## src/rtl/core/qrsbp_pkg.sv

```systemverilog
// ============================================================================
// qrsbp_pkg
// Shared types, codes and lookup functions for the QR segment bit packer.
// ============================================================================
package qrsbp_pkg;

    localparam int ACC_W       = 27;
    localparam int PUSH_W      = 20;
    localparam int NRESULTS    = 3;
    localparam int NUM_RADIX   = 10;
    localparam int ALNUM_RADIX = 45;

    localparam logic [7:0]  PAD_BYTE_A = 8'd236;
    localparam logic [7:0]  PAD_BYTE_B = 8'd17;
    localparam logic [11:0] BYTES_MAX  = 12'hFFF;
    localparam logic [11:0] CODEWORDS_RESET = 12'd19;

    typedef enum logic [2:0] {
        MODE_START  = 3'd0,
        MODE_CHAR   = 3'd1,
        MODE_END    = 3'd2,
        MODE_FINISH = 3'd3,
        MODE_PAD    = 3'd4
    } mode_t;

    typedef enum logic [1:0] {
        SEG_NUMERIC = 2'd0,
        SEG_ALNUM   = 2'd1,
        SEG_BYTE    = 2'd2
    } seg_kind_t;

    typedef enum logic [1:0] {
        STATUS_DATA = 2'd0,
        STATUS_PAD  = 2'd1,
        STATUS_FULL = 2'd2
    } status_t;

    typedef enum logic {
        CFG_VERSION_GROUP  = 1'b0,
        CFG_DATA_CODEWORDS = 1'b1
    } cfg_index_t;

    typedef struct packed {
        logic [7:0] data;
        logic [1:0] status;
        logic       err;
        logic       last;
    } result_t;

    typedef struct packed {
        result_t [NRESULTS-1:0] entry;
        logic [1:0]             count;
    } batch_t;

    typedef struct packed {
        logic        valid;
        logic        index;
        logic [11:0] data;
    } cfg_write_t;

    function automatic logic [4:0] count_width(input logic [1:0] grp, input seg_kind_t kind);
        logic [4:0] w;
        w = 5'd8;
        unique case (grp)
            2'd0:
            begin
                unique case (kind)
                    SEG_NUMERIC: w = 5'd10;
                    SEG_ALNUM:   w = 5'd9;
                    default:     w = 5'd8;
                endcase
            end
            2'd1:
            begin
                unique case (kind)
                    SEG_NUMERIC: w = 5'd12;
                    SEG_ALNUM:   w = 5'd11;
                    default:     w = 5'd16;
                endcase
            end
            default:
            begin
                unique case (kind)
                    SEG_NUMERIC: w = 5'd14;
                    SEG_ALNUM:   w = 5'd13;
                    default:     w = 5'd16;
                endcase
            end
        endcase
        return w;
    endfunction

    // {valid, code}
    function automatic logic [6:0] alnum_code(input logic [7:0] ch);
        logic [6:0] r;
        r = 7'd0;
        if (ch >= 8'h30 && ch <= 8'h39)
        begin
            r = {1'b1, 6'(ch - 8'h30)};
        end
        else if (ch >= 8'h41 && ch <= 8'h5A)
        begin
            r = {1'b1, 6'(ch - 8'h41 + 8'd10)};
        end
        else
        begin
            unique case (ch)
                8'h20:   r = {1'b1, 6'd36};
                8'h24:   r = {1'b1, 6'd37};
                8'h25:   r = {1'b1, 6'd38};
                8'h2A:   r = {1'b1, 6'd39};
                8'h2B:   r = {1'b1, 6'd40};
                8'h2D:   r = {1'b1, 6'd41};
                8'h2E:   r = {1'b1, 6'd42};
                8'h2F:   r = {1'b1, 6'd43};
                8'h3A:   r = {1'b1, 6'd44};
                default: r = 7'd0;
            endcase
        end
        return r;
    endfunction

endpackage

```

## src/rtl/core/qrsbp_packer_core.sv

```systemverilog
// ============================================================================
// qrsbp_packer_core
// Packing state, configuration registers and the single-pass encode logic
// that turns one registered item into a batch of up to three result bytes.
// ============================================================================
module qrsbp_packer_core
    import qrsbp_pkg::*;
(
    input  logic        clk,
    input  logic        rst_n,
    input  cfg_write_t  cfg,
    input  logic        go,
    input  logic [2:0]  mode,
    input  logic [1:0]  seg_type,
    input  logic [15:0] seg_length,
    input  logic [7:0]  character,
    output batch_t      batch
);

    logic [1:0]  version_group_reg;
    logic [11:0] data_codewords_reg;

    logic [6:0]  bit_holder_reg,   bit_holder_next;
    logic [2:0]  bit_count_reg,    bit_count_next;
    logic [10:0] group_value_reg,  group_value_next;
    logic [1:0]  group_fill_reg,   group_fill_next;
    seg_kind_t   segment_kind_reg, segment_kind_next;
    logic [11:0] bytes_out_reg,    bytes_out_next;
    logic        pad_phase_reg,    pad_phase_next;
    logic        err_latch_reg,    err_latch_next;

    logic [PUSH_W-1:0] push_val;
    logic [4:0]        push_n;
    logic              pre_err;
    logic              post_err;
    logic              is_pad;
    seg_kind_t         kind_sel;
    logic [1:0]        grp;
    logic [4:0]        cw;
    logic [15:0]       len_mask;
    logic [3:0]        indicator;
    logic [14:0]       num_prod;
    logic [10:0]       num_val;
    logic [6:0]        acode;
    logic [16:0]       alnum_prod;
    logic [6:0]        flush_val;
    logic [2:0]        flush_n;
    logic [2:0]        fill_n;
    logic [ACC_W-1:0]  acc;
    logic [4:0]        total;
    logic [1:0]        nbytes;
    logic [ACC_W-1:0]  shifted [NRESULTS];
    logic [7:0]        pad_data;
    status_t           pad_status;
    logic [1:0]        bytes_inc;
    logic [12:0]       bytes_sum;

    always_ff @(posedge clk or negedge rst_n)
    begin
        if (!rst_n)
        begin
            version_group_reg  <= 2'd0;
            data_codewords_reg <= CODEWORDS_RESET;
        end
        else if (cfg.valid)
        begin
            unique case (cfg_index_t'(cfg.index))
                CFG_VERSION_GROUP:  version_group_reg  <= cfg.data[1:0];
                CFG_DATA_CODEWORDS: data_codewords_reg <= cfg.data;
            endcase
        end
    end

    // flush of a partial character group
    always_comb
    begin
        flush_val = 7'd0;
        flush_n   = 3'd0;
        if (group_fill_reg != 2'd0)
        begin
            unique case (segment_kind_reg)
                SEG_NUMERIC:
                begin
                    if (group_fill_reg == 2'd2)
                    begin
                        flush_val = group_value_reg[6:0];
                        flush_n   = 3'd7;
                    end
                    else
                    begin
                        flush_val = {3'd0, group_value_reg[3:0]};
                        flush_n   = 3'd4;
                    end
                end
                SEG_ALNUM:
                begin
                    flush_val = {1'b0, group_value_reg[5:0]};
                    flush_n   = 3'd6;
                end
                default:
                begin
                    flush_val = 7'd0;
                    flush_n   = 3'd0;
                end
            endcase
        end
    end

    always_comb
    begin
        push_val          = '0;
        push_n            = 5'd0;
        pre_err           = 1'b0;
        post_err          = 1'b0;
        is_pad            = 1'b0;
        group_value_next  = group_value_reg;
        group_fill_next   = group_fill_reg;
        segment_kind_next = segment_kind_reg;
        pad_phase_next    = pad_phase_reg;

        kind_sel  = (seg_type == 2'd3) ? SEG_BYTE : seg_kind_t'(seg_type);
        grp       = (version_group_reg == 2'd3) ? 2'd2 : version_group_reg;
        cw        = count_width(grp, kind_sel);
        len_mask  = 16'((17'd1 << cw) - 17'd1);
        indicator = 4'(4'd1 << kind_sel);
        num_prod  = 15'(group_value_reg) * 15'(NUM_RADIX);
        num_val   = 11'(num_prod + 15'((character >= 8'h30 && character <= 8'h39)
                                       ? character - 8'h30 : 8'd0));
        acode     = alnum_code(character);
        alnum_prod = 17'(group_value_reg) * 17'(ALNUM_RADIX) + 17'(acode[5:0]);
        fill_n    = 3'(3'd0 - 3'(bit_count_reg + flush_n + 3'd4));

        unique case (mode)
            MODE_START:
            begin
                pre_err           = (seg_type == 2'd3) || ((seg_length & ~len_mask) != 16'd0);
                push_val          = (PUSH_W'(indicator) << cw) | PUSH_W'(seg_length & len_mask);
                push_n            = 5'd4 + cw;
                segment_kind_next = kind_sel;
                group_value_next  = 11'd0;
                group_fill_next   = 2'd0;
            end
            MODE_CHAR:
            begin
                unique case (segment_kind_reg)
                    SEG_NUMERIC:
                    begin
                        post_err = !(character >= 8'h30 && character <= 8'h39);
                        if (group_fill_reg >= 2'd2)
                        begin
                            push_val         = PUSH_W'(num_val[9:0]);
                            push_n           = 5'd10;
                            group_value_next = 11'd0;
                            group_fill_next  = 2'd0;
                        end
                        else
                        begin
                            group_value_next = num_val;
                            group_fill_next  = group_fill_reg + 2'd1;
                        end
                    end
                    SEG_ALNUM:
                    begin
                        post_err = !acode[6];
                        if (group_fill_reg == 2'd0)
                        begin
                            group_value_next = 11'(acode[5:0]);
                            group_fill_next  = 2'd1;
                        end
                        else
                        begin
                            push_val         = PUSH_W'(alnum_prod[10:0]);
                            push_n           = 5'd11;
                            group_value_next = 11'd0;
                            group_fill_next  = 2'd0;
                        end
                    end
                    default:
                    begin
                        push_val = PUSH_W'(character);
                        push_n   = 5'd8;
                    end
                endcase
            end
            MODE_END:
            begin
                push_val         = PUSH_W'(flush_val);
                push_n           = 5'(flush_n);
                group_value_next = 11'd0;
                group_fill_next  = 2'd0;
            end
            MODE_FINISH:
            begin
                push_val         = PUSH_W'(flush_val) << (5'd4 + 5'(fill_n));
                push_n           = 5'(flush_n) + 5'd4 + 5'(fill_n);
                group_value_next = 11'd0;
                group_fill_next  = 2'd0;
                pad_phase_next   = 1'b0;
            end
            MODE_PAD:
            begin
                is_pad = 1'b1;
            end
            default:
            begin
                is_pad = 1'b0;
            end
        endcase

        acc             = (ACC_W'(bit_holder_reg) << push_n) | ACC_W'(push_val);
        total           = 5'(bit_count_reg) + push_n;
        nbytes          = total[4:3];
        bit_count_next  = total[2:0];
        bit_holder_next = 7'(acc & ((ACC_W'(1) << total[2:0]) - ACC_W'(1)));

        for (int k = 0; k < NRESULTS; k++)
        begin
            shifted[k] = acc >> (total - 5'(8 * (k + 1)));
        end

        if (bytes_out_reg < data_codewords_reg)
        begin
            pad_data   = pad_phase_reg ? PAD_BYTE_B : PAD_BYTE_A;
            pad_status = STATUS_PAD;
        end
        else
        begin
            pad_data   = 8'd0;
            pad_status = STATUS_FULL;
        end

        batch = '0;
        if (is_pad)
        begin
            batch.count          = 2'd1;
            batch.entry[0].data  = pad_data;
            batch.entry[0].status = pad_status;
            if (pad_status == STATUS_PAD)
            begin
                pad_phase_next = !pad_phase_reg;
            end
            bytes_inc = (pad_status == STATUS_PAD) ? 2'd1 : 2'd0;
        end
        else
        begin
            batch.count = nbytes;
            for (int k = 0; k < NRESULTS; k++)
            begin
                batch.entry[k].data   = shifted[k][7:0];
                batch.entry[k].status = STATUS_DATA;
            end
            bytes_inc = nbytes;
        end
        batch.entry[0].err = err_latch_reg | pre_err;
        for (int k = 0; k < NRESULTS; k++)
        begin
            batch.entry[k].last = (2'(k + 1) == batch.count);
        end

        err_latch_next = (batch.count != 2'd0) ? post_err
                                               : (err_latch_reg | pre_err | post_err);
        bytes_sum      = 13'(bytes_out_reg) + 13'(bytes_inc);
        bytes_out_next = (bytes_sum > 13'(BYTES_MAX)) ? BYTES_MAX : bytes_sum[11:0];
    end

    always_ff @(posedge clk or negedge rst_n)
    begin
        if (!rst_n)
        begin
            bit_holder_reg   <= 7'd0;
            bit_count_reg    <= 3'd0;
            group_value_reg  <= 11'd0;
            group_fill_reg   <= 2'd0;
            segment_kind_reg <= SEG_NUMERIC;
            bytes_out_reg    <= 12'd0;
            pad_phase_reg    <= 1'b0;
            err_latch_reg    <= 1'b0;
        end
        else if (go)
        begin
            bit_holder_reg   <= bit_holder_next;
            bit_count_reg    <= bit_count_next;
            group_value_reg  <= group_value_next;
            group_fill_reg   <= group_fill_next;
            segment_kind_reg <= segment_kind_next;
            bytes_out_reg    <= bytes_out_next;
            pad_phase_reg    <= pad_phase_next;
            err_latch_reg    <= err_latch_next;
        end
    end

endmodule

```

## src/rtl/core/qrsbp_out_queue.sv

```systemverilog
// ============================================================================
// qrsbp_out_queue
// Three-entry result register: loads a whole batch, drains one transfer
// per cycle from its head while out_stall is low.
// ============================================================================
module qrsbp_out_queue
    import qrsbp_pkg::*;
(
    input  logic       clk,
    input  logic       rst_n,
    input  logic       load,
    input  batch_t     batch,
    output logic       load_ok,
    output logic       out_valid,
    input  logic       out_stall,
    output result_t    head
);

    logic [1:0] count_reg, count_next;
    result_t    entry_reg [NRESULTS];
    logic       pop;

    always_comb
    begin
        pop       = (count_reg != 2'd0) && !out_stall;
        load_ok   = (count_reg == 2'd0) || ((count_reg == 2'd1) && !out_stall);
        out_valid = (count_reg != 2'd0);
        head      = entry_reg[0];
        if (load)
        begin
            count_next = batch.count;
        end
        else if (pop)
        begin
            count_next = count_reg - 2'd1;
        end
        else
        begin
            count_next = count_reg;
        end
    end

    always_ff @(posedge clk or negedge rst_n)
    begin
        if (!rst_n)
        begin
            count_reg <= 2'd0;
        end
        else
        begin
            count_reg <= count_next;
        end
    end

    always_ff @(posedge clk)
    begin
        if (load)
        begin
            for (int k = 0; k < NRESULTS; k++)
            begin
                entry_reg[k] <= batch.entry[k];
            end
        end
        else if (pop)
        begin
            // advance
            for (int k = 0; k < NRESULTS - 1; k++)
            begin
                entry_reg[k] <= entry_reg[k + 1];
            end
        end
    end

endmodule

```

## src/rtl/core/qr_segment_bit_packer.sv

```systemverilog
// ============================================================================
// qr_segment_bit_packer
// QR data-segment bit packer: items in, MSB-first codeword bytes out.
// ============================================================================
// Usage:
//   Input channel (in_valid / in_stall) carries one item per transfer: mode,
//   seg_type, seg_length and character. Output channel (out_valid /
//   out_stall) carries one result per transfer: out_byte, status,
//   input_error, last_of_run. last_of_run marks the final result of an item.
//   Configuration (cfg_valid / cfg_ready, cfg_index, cfg_data) writes
//   version_group (index 0) or data_codewords (index 1); cfg_ready is always
//   high. Write it only while no item is in flight.
//   An accepted item is held in the input register, where it is encoded
//   combinationally; its results then load the output register.
//   Throughput: one item per cycle while out_stall is low and each item
//   gives at most one result. A two- or three-byte item occupies the output
//   register for that many transfers; the next waits in the input register.
//   Reset clears all packing state, sets version_group 0 and data_codewords
//   19 and empties both registers. A stalled receiver holds the head result
//   and backs up into in_stall once the input register is full.
// ============================================================================
module qr_segment_bit_packer
    import qrsbp_pkg::*;
(
    input  logic        clk,
    input  logic        rst_n,

    input  logic        in_valid,
    output logic        in_stall,
    input  logic [2:0]  mode,
    input  logic [1:0]  seg_type,
    input  logic [15:0] seg_length,
    input  logic [7:0]  character,

    output logic        out_valid,
    input  logic        out_stall,
    output logic [7:0]  out_byte,
    output logic [1:0]  status,
    output logic        input_error,
    output logic        last_of_run,

    input  logic        cfg_valid,
    output logic        cfg_ready,
    input  logic        cfg_index,
    input  logic [11:0] cfg_data
);

    logic        in_valid_reg;
    logic [2:0]  mode_reg;
    logic [1:0]  seg_type_reg;
    logic [15:0] seg_length_reg;
    logic [7:0]  character_reg;

    logic        load_ok;
    logic        go;
    batch_t      batch;
    result_t     head;
    cfg_write_t  cfg;

    assign cfg_ready = 1'b1;
    assign cfg       = '{valid: cfg_valid & cfg_ready, index: cfg_index, data: cfg_data};
    assign go        = in_valid_reg & load_ok;
    assign in_stall  = in_valid_reg & ~load_ok;

    always_ff @(posedge clk or negedge rst_n)
    begin
        if (!rst_n)
        begin
            in_valid_reg <= 1'b0;
        end
        else if (!in_stall)
        begin
            in_valid_reg <= in_valid;
        end
    end

    always_ff @(posedge clk)
    begin
        if (in_valid && !in_stall)
        begin
            mode_reg       <= mode;
            seg_type_reg   <= seg_type;
            seg_length_reg <= seg_length;
            character_reg  <= character;
        end
    end

    qrsbp_packer_core u_core (
        .clk        (clk),
        .rst_n      (rst_n),
        .cfg        (cfg),
        .go         (go),
        .mode       (mode_reg),
        .seg_type   (seg_type_reg),
        .seg_length (seg_length_reg),
        .character  (character_reg),
        .batch      (batch)
    );

    qrsbp_out_queue u_queue (
        .clk       (clk),
        .rst_n     (rst_n),
        .load      (go),
        .batch     (batch),
        .load_ok   (load_ok),
        .out_valid (out_valid),
        .out_stall (out_stall),
        .head      (head)
    );

    assign out_byte    = head.data;
    assign status      = head.status;
    assign input_error = head.err;
    assign last_of_run = head.last;

endmodule

```

## config.mk

```make
export PLATFORM = sky130hd
export DESIGN_NAME = qr_segment_bit_packer
export DESIGN_NICKNAME = d
export VERILOG_FILES = /design/src/rtl/core/qrsbp_pkg.sv /design/src/rtl/core/qrsbp_packer_core.sv /design/src/rtl/core/qrsbp_out_queue.sv /design/src/rtl/core/qr_segment_bit_packer.sv
export SDC_FILE = /design/constraint.sdc
export NUM_CORES = 1
export LEC_CHECK = 0
export BUFFER_PORTS_ARGS = -buffer_cell sky130_fd_sc_hd__buf_2
export CORE_MARGIN = 4
export CORE_UTILIZATION = 49
export CTS_CLUSTER_SIZE = 20
export DETAILED_ROUTE_END_ITERATION = 12
export PLACE_DENSITY = 0.66
export SYNTH_ARGS = -nofsm -noshare
export SYNTH_HDL_FRONTEND = slang
export SYNTH_SLANG_ARGS = --single-unit
```

## constraint.sdc

```tcl
create_clock -name clk -period 7.02 [get_ports clk]
set_input_delay 1.053 -clock clk [delete_from_list [all_inputs] [get_ports clk]]
set_output_delay 1.053 -clock clk [all_outputs]
set_load 0.005 [all_outputs]
```

==> flow_metrics.tcl <==
set metrics [dict create \
    yosys-top-cells-count "nand2_1 (122), ha_1 (79), inv_1 (79), nor2_1 (78), a21oi_1 (75)" \
    r2r-end "u_queue.entry_reg[0][16]$_DFFE_PP_" \
    io_pins 62 \
    crit_fanout 15 \
    post_cts_buffers 0 \
    wire_per_inst_um 20.91 \
    drtIter0Drc 1480 \
    die_h_um 158.7 \
    rr_startpoint "u_core.segment_kind_reg[0]$_DFFE_PN0P_" \
    drt_wl_total_mm 33.41 \
    path_clk_slew_ns 0.06 \
    maxSlewViolCount 0 \
    insertion_delay_ns 0.42 \
    diodes 0 \
    grt_pass1_vias 9578 \
    startpoint "u_core.segment_kind_reg[0]$_DFFE_PN0P_" \
    yosysTopAreaCellShare_pct 15.93 \
    maxCapViolations 0 \
    endpoint "u_queue.entry_reg[0][16]$_DFFE_PP_" \
    holdBufCountCts 0 \
    worstSetupEndpointType "flop" \
    cts_root_buffer "clkbuf_16" \
    worstHoldPathType "flop to flop" \
    power.density_mw_per_mm2 484.5 \
    synthCells 1281 \
    yosys-top-cells-area "edfxtp_1 (16%), dfrtp_1 (12%), ha_1 (8.9%)" \
    worstRegToRegCells 19 \
    ant_nets 0 \
    h-tree-depth 4 \
    slew_headroom_pct 9.950 \
    cts_sinks 115 \
    cts_tree "yes" \
    crit_path_start_kind "flop" \
    path_class "flop to flop" \
    cts_buffers 17 \
    nNetsFinal 1447 \
    finalCritPeriodShare_pct 91.05 \
    min_period_ns 6.392 \
    row_count 54 \
    status "finished, final reports clean" \
    min_path_cells 2 \
    vdd_drop_max_mv 0.2415 \
    finClkSkew_ns 0.01609 \
    core_mm2 0.02209 \
    reg2reg_setup_slack_ns 0.63 \
    yosysSeqAreaShare_pct 28.56 \
    cp.required_ns 7.18 \
    overflow 0 \
    antenna_found_initial 0 \
    syn_avg_cell_area_um2 8.683 \
    worst_slew_pin_slew_ns 1.334 \
    grt_usage_pct 27.07 \
    synth_enable_flop_cells 59 \
    yosysUniqueCellTypes 100 \
    dpl_cell_area_mm2 0.01161 \
    ys.flop_type "edfxtp_1" \
    drc_errors 0 \
    largest_reg_flops 30 \
    grt_pass1_wl_mm 53.81 \
    synth_area_mm2 0.01112 \
    gp_congestion 0.9523 \
    yosysMostFrequentCell "nand2_1" \
    hold_viol_final 0 \
    fin_ws_ns 0.6280 \
    synth_seq_cells 115 \
    dp_slack_ns 0.8250 \
    num_vias 10360 \
    synth.largest_area_cell "edfxtp_1" \
    fillerInstances 2005 \
    dp_hpwl_mm 25.44 \
    viasPerCell 6.484 \
    first_pass_iters 5 \
    arrival_ns 6.55 \
    async_flop_share_pct 48.70 \
    p_leak_nw 5.184 \
    drive_gt1_share_pct 13.58 \
    rsz0062_at_grt "no" \
    grt_max_degree 57 \
    ctsResizeCount 0 \
    final_area_mm2 0.01218 \
    syn_to_final_growth_pct 9.527 \
    setup_tns_ns 0 \
    max_clock_freq_mhz 156.4 \
    die_area_mm2 0.02517 \
    start_util_pct 50.35 \
    cts_buffer_depth 2 \
    dieWidth_um 158.7 \
    yosysWarningCount 0 \
    finalSetupViolCount 0 \
    io_buffers 60 \
]
cell type report:
cell class              count  area, um2  share of cell area (%)
multi-input cells        1006       7301                   59.93
flip-flops and latches    115       3177                   26.08
inverters                  83      319.1                   2.619
clock buffers              20      479.2                   3.933
clock inverters            12      91.34                  0.7497
repair buffers             82      465.4                   3.820
well taps                 280      350.3                   2.876
how the worst min path moves through the flow:
stage,from,to
2_1_floorplan,u_core.err_latch_reg$_DFFE_PN0P_,u_core.err_latch_reg$_DFFE_PN0P_
3_3_place_gp,u_core.err_latch_reg$_DFFE_PN0P_,u_core.err_latch_reg$_DFFE_PN0P_
3_5_place_dp,u_core.err_latch_reg$_DFFE_PN0P_,u_core.err_latch_reg$_DFFE_PN0P_
4_1_cts,u_core.err_latch_reg$_DFFE_PN0P_,u_core.err_latch_reg$_DFFE_PN0P_
5_1_grt,u_core.data_codewords_reg[10]$_DFFE_PN0P_,u_core.data_codewords_reg[10]$_DFFE_PN0P_
6_report,u_core.group_value_reg[10]$_DFFE_PN0P_,u_core.group_value_reg[10]$_DFFE_PN0P_
cells in the final DEF, fill, tap and decap left out, types with 6 or more instances in the layout:
cell type,instances
a22oi_1,17
inv_1,79
a211o_1,6
buf_2,60
dfrtp_1,53
xor2_1,9
buf_4,22
nor2_1,78
o21ai_1,11
o21ai_0,61
fa_1,16
xnor2_1,28
o22ai_1,13
a21o_1,18
a31oi_1,24
nand2b_1,24
nand4_1,13
a211oi_1,29
a22o_1,15
a21oi_1,75
o31ai_1,13
and3_1,7
o21a_1,11
edfxtp_1,59
nor2b_1,16
nor4_1,14
nor3_1,29
o21bai_1,6
or3_1,7
clkbuf_16,19
nand2_1,122
mux2i_1,27
nand3_1,43
and2_1,17
o211ai_1,14
a221oi_1,14
mux2_2,25
ha_1,79
metrics by stage:
| step | cells | hold WS [ns] | util (%) | total power (W) |
|---|---|---|---|---|
| after floorplan | 1284 | 0.4517 | - | 0.003977 |
| after global placement | 1566 | 0.4734 | 52.56 | 0.004928 |
| after detailed placement | 1566 | 0.4854 | 52.56 | 0.004954 |
| after CTS | 1598 | 0.4962 | 55.14 | 0.005840 |
| after global routing | 1598 | 0.5215 | 55.14 | 0.006338 |
| final | 1598 | 0.4932 | 55.14 | 0.005903 |
kinds of logic after synthesis:
family / share of synthesized area [%]
other: 0.06752
AOI/OAI and AO/OA: 25.69
adders and majority gates: 11.95
muxes: 5.973
DFF: 28.56
buffers and inverters: 6.119
and+or+nand+nor: 18.37
xor gates and xnor gates: 3.273
where the power goes:
| group | leakage (nW) | switching, W | internal (W) |
|---|---|---|---|
| sequential | 1.29 | 0.000190 | 0.00101 |
| clock | 0.286 | 0.000357 | 0.000499 |
| combinational | 3.61 | 0.00245 | 0.00140 |
| total | 5.18 | 0.00299 | 0.00291 |
per-layer routing:
layer	share of wire, %	GRT usage, %	up-vias
li1	-	-	4858
met1	47	41.24	4965
met2	43	39.89	488
met3	8.3	5.328	50
met4	1.5	5.727	0
met5	0	0	-
critical path, cell delays in order, from the launching register on:
cell	delay (ns)
dfrtp_1	0.56
or4b_4	0.64
ha_1	0.21
ha_1	0.17
xnor3_1	0.39
xnor2_1	0.29
inv_1	0.31
ha_1	0.43
o21ai_0	0.11
o31ai_1	0.27
mux2i_1	0.30
nand2b_1	0.15
buf_4	0.22
nor3_4	0.11
a222oi_1	0.61
nand4_1	0.24
a21oi_1	0.51
a2bb2oi_2	0.19
a221oi_1	0.28
o31ai_1	0.11
Note: power is estimated with default switching activity, not from simulation.
